[config.mk]
export PLATFORM = sky130hd
export DESIGN_NAME = window5_trimmed_mean_filter_flat
export DESIGN_NICKNAME = d
export VERILOG_FILES = /design/src/rtl/w5tm_pkg.sv /design/src/rtl/w5tm_sample_if.sv /design/src/rtl/w5tm_filtered_if.sv /design/src/rtl/w5tm_cell.sv /design/src/rtl/window5_trimmed_mean_filter.sv /design/src/flat_wrapper.sv
export SDC_FILE = /design/constraint.sdc
export NUM_CORES = 1
export LEC_CHECK = 0
export BUFFER_PORTS_ARGS = -buffer_cell sky130_fd_sc_hd__buf_2
export CAP_MARGIN = 10
export CORE_ASPECT_RATIO = 1.25
export CORE_MARGIN = 2
export CORE_UTILIZATION = 53
export DETAILED_ROUTE_END_ITERATION = 8
export GPL_TIMING_DRIVEN = 0
export PLACE_DENSITY_LB_ADDON = 0.3
export SLEW_MARGIN = 0
export SYNTH_ARGS = -nofsm -noshare
export SYNTH_HDL_FRONTEND = slang
export SYNTH_SLANG_ARGS = --single-unit
[constraint.sdc]
create_clock -name clk -period 30.4 [get_ports clk]
set_input_delay 4.56 -clock clk [delete_from_list [all_inputs] [get_ports clk]]
set_output_delay 4.56 -clock clk [all_outputs]
set_load 0.01 [all_outputs]
[src/rtl/w5tm_pkg.sv]
// shared types and constants of the five-sample trimmed-mean filter
package w5tm_pkg;

	localparam int SAMPLE_W    = 16;
	localparam int NUM_CELLS   = 5;
	localparam int KEEP_COUNT  = 3;
	// sum of five samples needs three extra bits
	localparam int SUM_W       = 19;
	// sum of the middle three fits in 18 bits
	localparam int TRIM_W      = 18;
	// floor(x / 3) = (x * ceil(2^19 / 3)) >> 19, exact for x < 2^19
	localparam int RECIP_SHIFT = 19;
	localparam logic [TRIM_W-1:0] RECIP_3 = 18'd174763;
	localparam int PROD_W      = 2 * TRIM_W;

	// running reduction handed from cell to cell
	typedef struct packed {
		logic [SUM_W-1:0]    sum;
		logic [SAMPLE_W-1:0] min;
		logic [SAMPLE_W-1:0] max;
	} acc_t;

endpackage

[src/rtl/w5tm_sample_if.sv]
// input channel carrying one sample per item
interface w5tm_sample_if;
	logic                           valid;
	logic                           ready;
	logic [w5tm_pkg::SAMPLE_W-1:0]  sample;

	modport source (output valid, output sample, input ready);
	modport sink (input valid, input sample, output ready);
endinterface

[src/rtl/w5tm_filtered_if.sv]
// output channel carrying one filtered value per item
interface w5tm_filtered_if;
	logic                           valid;
	logic                           ready;
	logic [w5tm_pkg::SAMPLE_W-1:0]  filtered;

	modport source (output valid, output filtered, input ready);
	modport sink (input valid, input filtered, output ready);
endinterface

[src/rtl/w5tm_cell.sv]
// one window cell: holds a sample, shifts it on, folds the new value into the running reduction
module w5tm_cell #(
	parameter logic [w5tm_pkg::SAMPLE_W-1:0] FILL = 16'd159
) (
	input  logic                          clk,
	input  logic                          arst_n,
	input  logic                          shift,
	input  logic [w5tm_pkg::SAMPLE_W-1:0] d,
	input  w5tm_pkg::acc_t                acc_in,
	output logic [w5tm_pkg::SAMPLE_W-1:0] q,
	output w5tm_pkg::acc_t                acc_out
);

	logic [w5tm_pkg::SAMPLE_W-1:0] value_q;

	always_ff @(posedge clk or negedge arst_n) begin
		if (!arst_n) begin
			value_q <= FILL;
		end else if (shift) begin
			value_q <= d;
		end
	end

	assign q = value_q;

	// d is this cell's value once the shift has happened
	always_comb begin
		acc_out.sum = acc_in.sum + w5tm_pkg::SUM_W'(d);
		acc_out.min = (d < acc_in.min) ? d : acc_in.min;
		acc_out.max = (d > acc_in.max) ? d : acc_in.max;
	end

endmodule

[src/rtl/window5_trimmed_mean_filter.sv]
// top level of the five-sample trimmed-mean filter
// Five-sample trimmed-mean filter. Every accepted sample shifts into a row of
// five cells (newest first); the cells start out holding FILL_VALUE, which
// takes part in the result like a real sample until it is shifted out. For
// each item the block drops one smallest and one largest of the five window
// values and returns floor(sum of the other three / 3). One item is accepted
// per clock while ready is high, and each item yields exactly one result:
// the cell chain forms sum, minimum and maximum in the accept cycle and
// registers the trimmed sum, then a reciprocal multiply by one third loads
// the output register. Throughput is one item per cycle while ready is high,
// set by the single cell chain; a waiting result does not block input while
// the middle stage is free, and ready falls only when both stages hold items
// and the output is not being taken.
module window5_trimmed_mean_filter #(
	parameter int FILL_VALUE = 159
) (
	input  logic                    clk,
	input  logic                    arst_n,
	w5tm_sample_if.sink             samples,
	w5tm_filtered_if.source         results
);

	localparam logic [w5tm_pkg::SAMPLE_W-1:0] FILL = w5tm_pkg::SAMPLE_W'(FILL_VALUE);

	// handshake and stage control
	logic accept;
	logic adv_out;
	logic valid_s1;
	logic out_valid_q;

	// cell chain
	logic [w5tm_pkg::SAMPLE_W-1:0] cell_d [w5tm_pkg::NUM_CELLS];
	logic [w5tm_pkg::SAMPLE_W-1:0] cell_q [w5tm_pkg::NUM_CELLS];
	w5tm_pkg::acc_t                acc [w5tm_pkg::NUM_CELLS+1];

	// datapath
	logic [w5tm_pkg::SUM_W-1:0]    trim_full;
	logic [w5tm_pkg::TRIM_W-1:0]   trim_sum_s1;
	logic [w5tm_pkg::PROD_W-1:0]   prod;
	logic [w5tm_pkg::SAMPLE_W-1:0] filtered_q;

	// output register frees when empty or being taken; stage 1 frees when
	// empty or moving into the output register
	assign adv_out       = !out_valid_q || results.ready;
	assign samples.ready = !valid_s1 || adv_out;
	assign accept        = samples.valid && samples.ready;

	// reduction starts empty: zero sum, max-ranged minimum, zero maximum
	assign acc[0].sum = '0;
	assign acc[0].min = '1;
	assign acc[0].max = '0;

	// cell 0 takes the new sample, each later cell takes its left neighbor
	assign cell_d[0] = samples.sample;

	genvar k;
	generate
		for (k = 1; k < w5tm_pkg::NUM_CELLS; k++) begin : g_link
			assign cell_d[k] = cell_q[k-1];
		end
		for (k = 0; k < w5tm_pkg::NUM_CELLS; k++) begin : g_cell
			w5tm_cell #(
				.FILL (FILL)
			) u_cell (
				.clk     (clk),
				.arst_n  (arst_n),
				.shift   (accept),
				.d       (cell_d[k]),
				.acc_in  (acc[k]),
				.q       (cell_q[k]),
				.acc_out (acc[k+1])
			);
		end
	endgenerate

	// drop one minimum and one maximum; the rest always fits in 18 bits
	assign trim_full = acc[w5tm_pkg::NUM_CELLS].sum
		- w5tm_pkg::SUM_W'(acc[w5tm_pkg::NUM_CELLS].min)
		- w5tm_pkg::SUM_W'(acc[w5tm_pkg::NUM_CELLS].max);

	// stage 1 control
	always_ff @(posedge clk or negedge arst_n) begin
		if (!arst_n) begin
			valid_s1 <= 1'b0;
		end else if (samples.ready) begin
			valid_s1 <= samples.valid;
		end
	end

	// stage 1 payload
	always_ff @(posedge clk) begin
		if (accept) begin
			trim_sum_s1 <= trim_full[w5tm_pkg::TRIM_W-1:0];
		end
	end

	// divide by three through the reciprocal
	assign prod = w5tm_pkg::PROD_W'(trim_sum_s1) * w5tm_pkg::PROD_W'(w5tm_pkg::RECIP_3);

	// output register control
	always_ff @(posedge clk or negedge arst_n) begin
		if (!arst_n) begin
			out_valid_q <= 1'b0;
		end else if (adv_out) begin
			out_valid_q <= valid_s1;
		end
	end

	// output register payload
	always_ff @(posedge clk) begin
		if (adv_out && valid_s1) begin
			filtered_q <= prod[w5tm_pkg::RECIP_SHIFT +: w5tm_pkg::SAMPLE_W];
		end
	end

	assign results.valid    = out_valid_q;
	assign results.filtered = filtered_q;

`ifndef ASSERT_OFF
	logic [w5tm_pkg::TRIM_W-1:0] back3;
	assign back3 = w5tm_pkg::TRIM_W'(results.filtered) * w5tm_pkg::TRIM_W'(w5tm_pkg::KEEP_COUNT);

	// input stalls only when both stages are occupied
	a_ready_only_when_full: assert property (@(posedge clk) disable iff (!arst_n)
		!samples.ready |-> (valid_s1 && out_valid_q))
		else $error("input stalled with a free stage");

	// an accepted item reaches stage 1 on the next edge
	a_accept_fills_s1: assert property (@(posedge clk) disable iff (!arst_n)
		accept |=> valid_s1)
		else $error("accepted item lost before stage 1");

	// a stage 1 item that cannot move keeps its place
	a_s1_holds: assert property (@(posedge clk) disable iff (!arst_n)
		(valid_s1 && !adv_out) |=> (valid_s1 && $stable(trim_sum_s1)))
		else $error("stage 1 item dropped or changed while stalled");

	// the chain's minimum never exceeds its maximum
	a_min_le_max: assert property (@(posedge clk) disable iff (!arst_n)
		accept |-> (acc[w5tm_pkg::NUM_CELLS].min <= acc[w5tm_pkg::NUM_CELLS].max))
		else $error("window minimum above maximum");

	// loaded result is the exact floor of the trimmed sum over three
	a_div3_exact: assert property (@(posedge clk) disable iff (!arst_n)
		(adv_out && valid_s1) |=> ((back3 <= $past(trim_sum_s1))
			&& (($past(trim_sum_s1) - back3) < w5tm_pkg::TRIM_W'(w5tm_pkg::KEEP_COUNT))))
		else $error("division by three is off");
`endif

endmodule

[src/flat_wrapper.sv]
// flat-port wrapper written by rule: the top's interface ports become plain ports
module window5_trimmed_mean_filter_flat 
#(
	parameter int FILL_VALUE = 159
)
  (clk, arst_n, samples_valid, samples_sample, samples_ready, results_valid, results_filtered, results_ready);
  w5tm_sample_if samples_i ();
  w5tm_filtered_if results_i ();
  input  logic clk;
  input  logic arst_n;
  input wire logic [$bits(samples_i.valid)-1:0] samples_valid;
  input wire logic [$bits(samples_i.sample)-1:0] samples_sample;
  output wire logic [$bits(samples_i.ready)-1:0] samples_ready;
  output wire logic [$bits(results_i.valid)-1:0] results_valid;
  output wire logic [$bits(results_i.filtered)-1:0] results_filtered;
  input wire logic [$bits(results_i.ready)-1:0] results_ready;
  assign samples_i.valid = samples_valid;
  assign samples_i.sample = samples_sample;
  assign samples_ready = samples_i.ready;
  assign results_valid = results_i.valid;
  assign results_filtered = results_i.filtered;
  assign results_i.ready = results_ready;
  window5_trimmed_mean_filter #(.FILL_VALUE(FILL_VALUE)) u_core (.clk(clk), .arst_n(arst_n), .samples(samples_i), .results(results_i));
endmodule
==> results of run 1 <==
## registers in the layout (all words and copies together) (netlist names)
name,cells
u_core.g_cell.u_cell.q,64
u_core.results.filtered,16
u_core.results.valid,1
u_core.trim_sum_s1,18
u_core.valid_s1,1
## metal layers
| metal | track usage | share of wire |
|---|---|---|
| met1 | 0.304 | 0.40 |
| met2 | 0.487 | 0.53 |
| met3 | 0.0240 | 0.028 |
| met4 | 0.127 | 0.046 |
| met5 | 0 | 0 |
## final cells by class
cell class / instances / area (µm²) / area share
inverter: 414 / 1550 / 0.0897
clock buffer: 12 / 267 / 0.0154
tap: 401 / 502 / 0.0289
buffer: 34 / 181 / 0.0105
multi-input combinational: 1170 / 11900 / 0.686
sequential: 100 / 2700 / 0.156
clock inverter: 4 / 28.8 / 0.00166
timing repair buffer: 38 / 215 / 0.0124
## critical path: cells and delay by family
kind | cells | cell delay (ns)
AOI/OAI and AO/OA | 26 | 5.29
and+or+nand+nor | 11 | 3.38
buffers and inverters | 10 | 2.15
muxes | 4 | 0.82
adders and majority gates | 10 | 3.49
## path summary, 6_finish.rpt
kind / from / endpoint / slack (ns) / cells past startpoint
setup / recovery: samples_sample[13] / u_core.trim_sum_s1[17] / 10.76 / 61
hold reg to reg: u_core.valid_s1 / u_core.results.valid / 0.48 / 1
setup reg to reg: u_core.g_cell[0].u_cell.q[1] / u_core.trim_sum_s1[17] / 14.63 / 60
hold / removal: u_core.valid_s1 / u_core.results.valid / 0.48 / 1
max in group asynchronous: arst_n / u_core.g_cell[3].u_cell.q[1] / 25.68 / 2
min in group asynchronous: arst_n / u_core.g_cell[3].u_cell.q[14] / 4.08 / 1
## logic make-up after synthesis
logic type                 share of synthesized area
DFF                                            0.166
xor gates and xnor gates                      0.0156
AOI/OAI and AO/OA                              0.128
muxes                                         0.0470
buffers and inverters                          0.106
adders and majority gates                      0.456
and+or+nand+nor                               0.0811
## stage by stage
stage / hold WS (ns) / util / instance area, µm² / worst slack [ns] / cells
after CTS: 0.490 / 0.574 / 17300 / 10.78 / 2173
final: 0.484 / 0.574 / 17300 / 10.76 / 2173
after global placement: 0.461 / 0.563 / 17000 / 10.61 / 2156
after global routing: 0.512 / 0.574 / 17300 / 9.99 / 2173
after floorplan: 0.449 / - / 16300 / 13.96 / 1718
after detailed placement: 0.469 / 0.564 / 17000 / 10.48 / 2157
## placed cells by master (no fill, tap or decap), drive strengths merged, types with 3 or more instances in the layout
cell,instances
nor2,80
o21ai,92
o21a,12
o31a,4
nor4,4
ha,293
and4,3
inv,417
edfxtp,34
o211ai,8
or2,5
a221oi,14
xnor2,22
nand2b,7
o31ai,3
o221a,3
fa,189
a2111oi,3
and3,7
nand2,95
nand4,17
or3,7
nor3,16
xor2,7
buf,50
dfrtp,42
clkbuf,34
nor3b,13
a211oi,13
mux2i,50
a21o,46
mux2,20
dfstp,24
a31oi,5
and2,3
nand3,17
a21oi,90
==> impl_metrics.json, run 1 <==
{
  "status": "finished, final reports clean",
  "synth.lib_cells_used.distinct": 73,
  "post_cts_resized": 0,
  "fin_crit_sh": 0.646,
  "rsz0062_at_grt": "no",
  "cts_sinks": 100,
  "cpPeakStageDelay_ns": 0.95,
  "viasPerCell": 5.58,
  "dr.pass1.iters": 5,
  "synth_area_leader_cell": "fa_1",
  "worst_pin_slew_ns": 1.09,
  "synthArstFlopShare": 0.660,
  "cts_inserted_buffers": 9,
  "grt_max_degree": 47,
  "netlist_top_cells_count": "inv_1, ha_1, fa_1",
  "die_h_um": 200,
  "dieWidth_um": 161,
  "setup_viol_count_final": 0,
  "drcViolationCount": 0,
  "cap_violations": 0,
  "wire_per_inst_um": 18.9,
  "totalWireLength_um": 41000,
  "syn_to_final_growth_pct": 6.21,
  "start_util": 0.540,
  "grt_pass1_vias": 12848,
  "finalMaxSlewViolations": 0,
  "ctsLongestPathBuffers": 2,
  "synth_edf_count": 34,
  "place.gp.congestion": 0.952,
  "path_common_cell": "a21o_1",
  "clkLatencyLatePin_ns": 0.38,
  "coreArea_um2": 30200,
  "fmax_ghz": 0.0509,
  "synth_nets": 2220,
  "finalHoldViolations": 0,
  "critical_path.max_fanout": 10,
  "yosysTopAreaCellShare": 0.232,
  "postRouteAntennaNets": 0,
  "ys_seq_elements": 100,
  "yosysMostFrequentCell": "inv_1",
  "final_nets": 2269,
  "htreeDepth": 3,
  "fin_skew_ns": 0.00959,
  "antenna_found_initial": 0,
  "critPathLaunchType": "input port",
  "cts-root-buf": "clkbuf_16",
  "nFillCells": 2671,
  "cp.arrival_ns": 19.74,
  "cts_hold_buf": 0,
  "grt.total_usage": 0.264,
  "ios": 38,
  "worstSetupPathType": "in2reg",
  "synth_warnings": 0,
  "crit_path_end_kind": "flip-flop",
  "syn_inst": 1718,
  "yosysSeqAreaShare": 0.166,
  "grt_pass1_wl_um": 65800,
  "synth_top_flop_cell": "dfrtp_1",
  "portBuffers": 37,
  "crit_required_ns": 30.50,
  "die_area_um2": 32200,
  "finalSetupTns_ns": 0,
  "rows": 71,
  "syn_avg_cell_area_um2": 9.50,
  "drive_gt1_frac": 0.0847,
  "synth.area.top_cells": "fa_1, ha_1, inv_1",
  "cts_tree": "yes",
  "grt-ovfl-total": 0,
  "period_needed_ns": 19.64,
  "path_clk_slew_ns": 0.08,
  "n_antenna_cell": 0,
  "dr_total_vias": 12130,
  "hold_path.class": "reg2reg",
  "drt_iter0_drc": 635,
  "syn_area_um2": 16300,
  "relSlewSlack": 0.264,
  "dpl.hpwl_um": 35100,
  "cts_setup_buffers": 0,
  "worst_path_max_delay_cell": "nor4_1"
}
Power of run 1 is not shown: default switching activity piles up to over one toggle a cycle in this logic, so the estimate is an artifact.
==> inputs of run 2 (changes only) <==
- ABC_AREA: default -> 1
- clock period: 30.4 -> 19.9 ns (I/O delays scaled with it)
==> run 2 against run 1 <==
  * Register-to-register slack worse by 9.4 ns
  * Clock skew up 0.0078 ns
  * Critical endpoint unchanged
  * Non-clock buffer count rose by 2
==> impl_metrics.json, run 2 <==
{
  "ios": 38,
  "ctsLongestPathBuffers": 2,
  "final_nets": 2431,
  "cp.arrival_ns": 17.04,
  "worst_pin_slew_ns": 1.14,
  "cts_hold_buf": 0,
  "hold_path.class": "reg2reg",
  "n_antenna_cell": 0,
  "grt-ovfl-total": 0,
  "syn_to_final_growth_pct": 6.56,
  "fin_ws_ns": 2.97,
  "rsz0062_at_grt": "no",
  "layout_commonest_cell": "inv_1",
  "coreArea_um2": 29400,
  "grt_max_degree": 49,
  "synthArstFlopShare": 0.660,
  "startpoint": "samples_sample[1]",
  "regArea_um2": 2700,
  "ys_seq_elements": 100,
  "dr.pass1.iters": 5,
  "drt_iter0_drc": 577,
  "grt_pass1_vias": 13093,
  "syn_avg_cell_area_um2": 8.46,
  "start_util": 0.540,
  "finalSetupTns_ns": 0,
  "yosysMostFrequentCell": "inv_1",
  "die_h_um": 198,
  "yosysSeqAreaShare": 0.170,
  "finalMaxSlewViolations": 0,
  "htreeDepth": 3,
  "cts_sinks": 100,
  "crit_required_ns": 20.01,
  "yosysTopAreaCellShare": 0.238,
  "critPathLaunchType": "input port",
  "syn_inst": 1879,
  "netlist_top_cells_count": "inv_1, nand2_1, ha_1",
  "post_cts_resized": 0,
  "drive_gt1_frac": 0.0569,
  "worst_path_max_delay_cell": "fa_1",
  "dr_total_vias": 12429,
  "setup_viol_count_final": 0,
  "grt_pass1_wl_um": 67400,
  "fmax_ghz": 0.0591,
  "die_area_um2": 31400,
  "synth.lib_cells_used.distinct": 42,
  "portBuffers": 37,
  "relSlewSlack": 0.237,
  "cts_inserted_buffers": 9,
  "pre_cts_ws_ns": 2.65,
  "cts_tree": "yes",
  "rows": 70,
  "crit_path_end_kind": "flip-flop",
  "place_inst": 2314,
  "cap_violations": 0,
  "period_needed_ns": 16.93,
  "dpl.hpwl_um": 35900,
  "place.gp.congestion": 0.943,
  "fin_crit_sh": 0.851,
  "synth_top_flop_cell": "dfrtp_1",
  "wire_per_inst_um": 17.9,
  "status": "finished, final reports clean",
  "cts-root-buf": "clkbuf_16",
  "r2r_start": "u_core.g_cell[0].u_cell.q[1]",
  "cts_setup_buffers": 0,
  "nFillCells": 2723,
  "fin_cells": 2330,
  "cpPeakStageDelay_ns": 0.55,
  "synth_edf_count": 34,
  "synth_area_leader_cell": "fa_1",
  "largest_reg_flops": 64,
  "syn_area_um2": 15900,
  "mostFrequentLayoutCells": "inv_1, nand2_1, ha_1",
  "drcViolationCount": 0,
  "postRouteAntennaNets": 0,
  "multi_input_area_um2": 11500,
  "totalWireLength_um": 41700,
  "worstSetupPathType": "in2reg",
  "synth_nets": 2381,
  "clkLatencyLatePin_ns": 0.38,
  "synth.area.top_cells": "fa_1, ha_1, inv_1",
  "dieWidth_um": 159,
  "fin_skew_ns": 0.0174,
  "viasPerCell": 5.33,
  "synth_warnings": 0,
  "critical_path.max_fanout": 10,
  "antenna_found_initial": 0,
  "path_clk_slew_ns": 0.08,
  "grt.total_usage": 0.279,
  "hp-start": "u_core.valid_s1",
  "finalHoldViolations": 0
}
-- run 2: kinds of logic after synthesis --
| family | after synthesis | synth area share |
|---|---|---|
| buffers and inverters | 455 | 0.109 |
| and+or+nand+nor | 554 | 0.147 |
| AOI/OAI and AO/OA | 252 | 0.0859 |
| xor gates and xnor gates | 36 | 0.0198 |
| DFF | 100 | 0.170 |
| adders and majority gates | 482 | 0.468 |
-- run 2: worst max-delay path, delay by kind of cell --
kind,cells,cell delay (ns)
and+or+nand+nor,23,4.00
AOI/OAI and AO/OA,17,3.05
adders and majority gates,10,3.82
buffers and inverters,14,3.02
xor gates and xnor gates,1,0.14
-- run 2: path summary, 6_finish.rpt --
path                                            endpoint  slack [ns]  depth (start not counted)
setup / recovery                  u_core.trim_sum_s1[17]        2.97                         65
hold / removal                      u_core.results.valid        0.50                          2
setup reg to reg                  u_core.trim_sum_s1[17]        5.21                         63
hold reg to reg                     u_core.results.valid        0.50                          2
max in group asynchronous   u_core.g_cell[3].u_cell.q[1]       16.77                          2
min in group asynchronous  u_core.g_cell[1].u_cell.q[12]        2.50                          1
-- run 2: area by class of cell --
type	instances	area share
clock buffer	10	0.0148
multi-input combinational	1324	0.677
sequential	100	0.159
tap	396	0.0292
inverter	420	0.0930
buffer	35	0.00893
clock inverter	6	0.00391
timing repair buffer	39	0.0133
-- run 2: per-layer routing --
| metal | global-route usage | vias up | part of all wire |
|---|---|---|---|
| met1 | 0.323 | 5933 | 0.40 |
| met2 | 0.512 | 320 | 0.51 |
| met4 | 0.142 | 0 | 0.055 |
| met5 | 0 | - | 0 |
| li1 | - | 6066 | - |
| met3 | 0.0298 | 110 | 0.036 |
-- run 2: per-stage QoR --
step | hold WS [ns] | utilization | instance area (µm²)
floorplan | 0.447 | - | 15900
global placement | 0.459 | 0.563 | 16600
detailed placement | 0.498 | 0.565 | 16600
CTS | 0.511 | 0.576 | 16900
global route | 0.531 | 0.576 | 16900
finish | 0.496 | 0.576 | 16900
Power of run 2 is left out for the same reason.
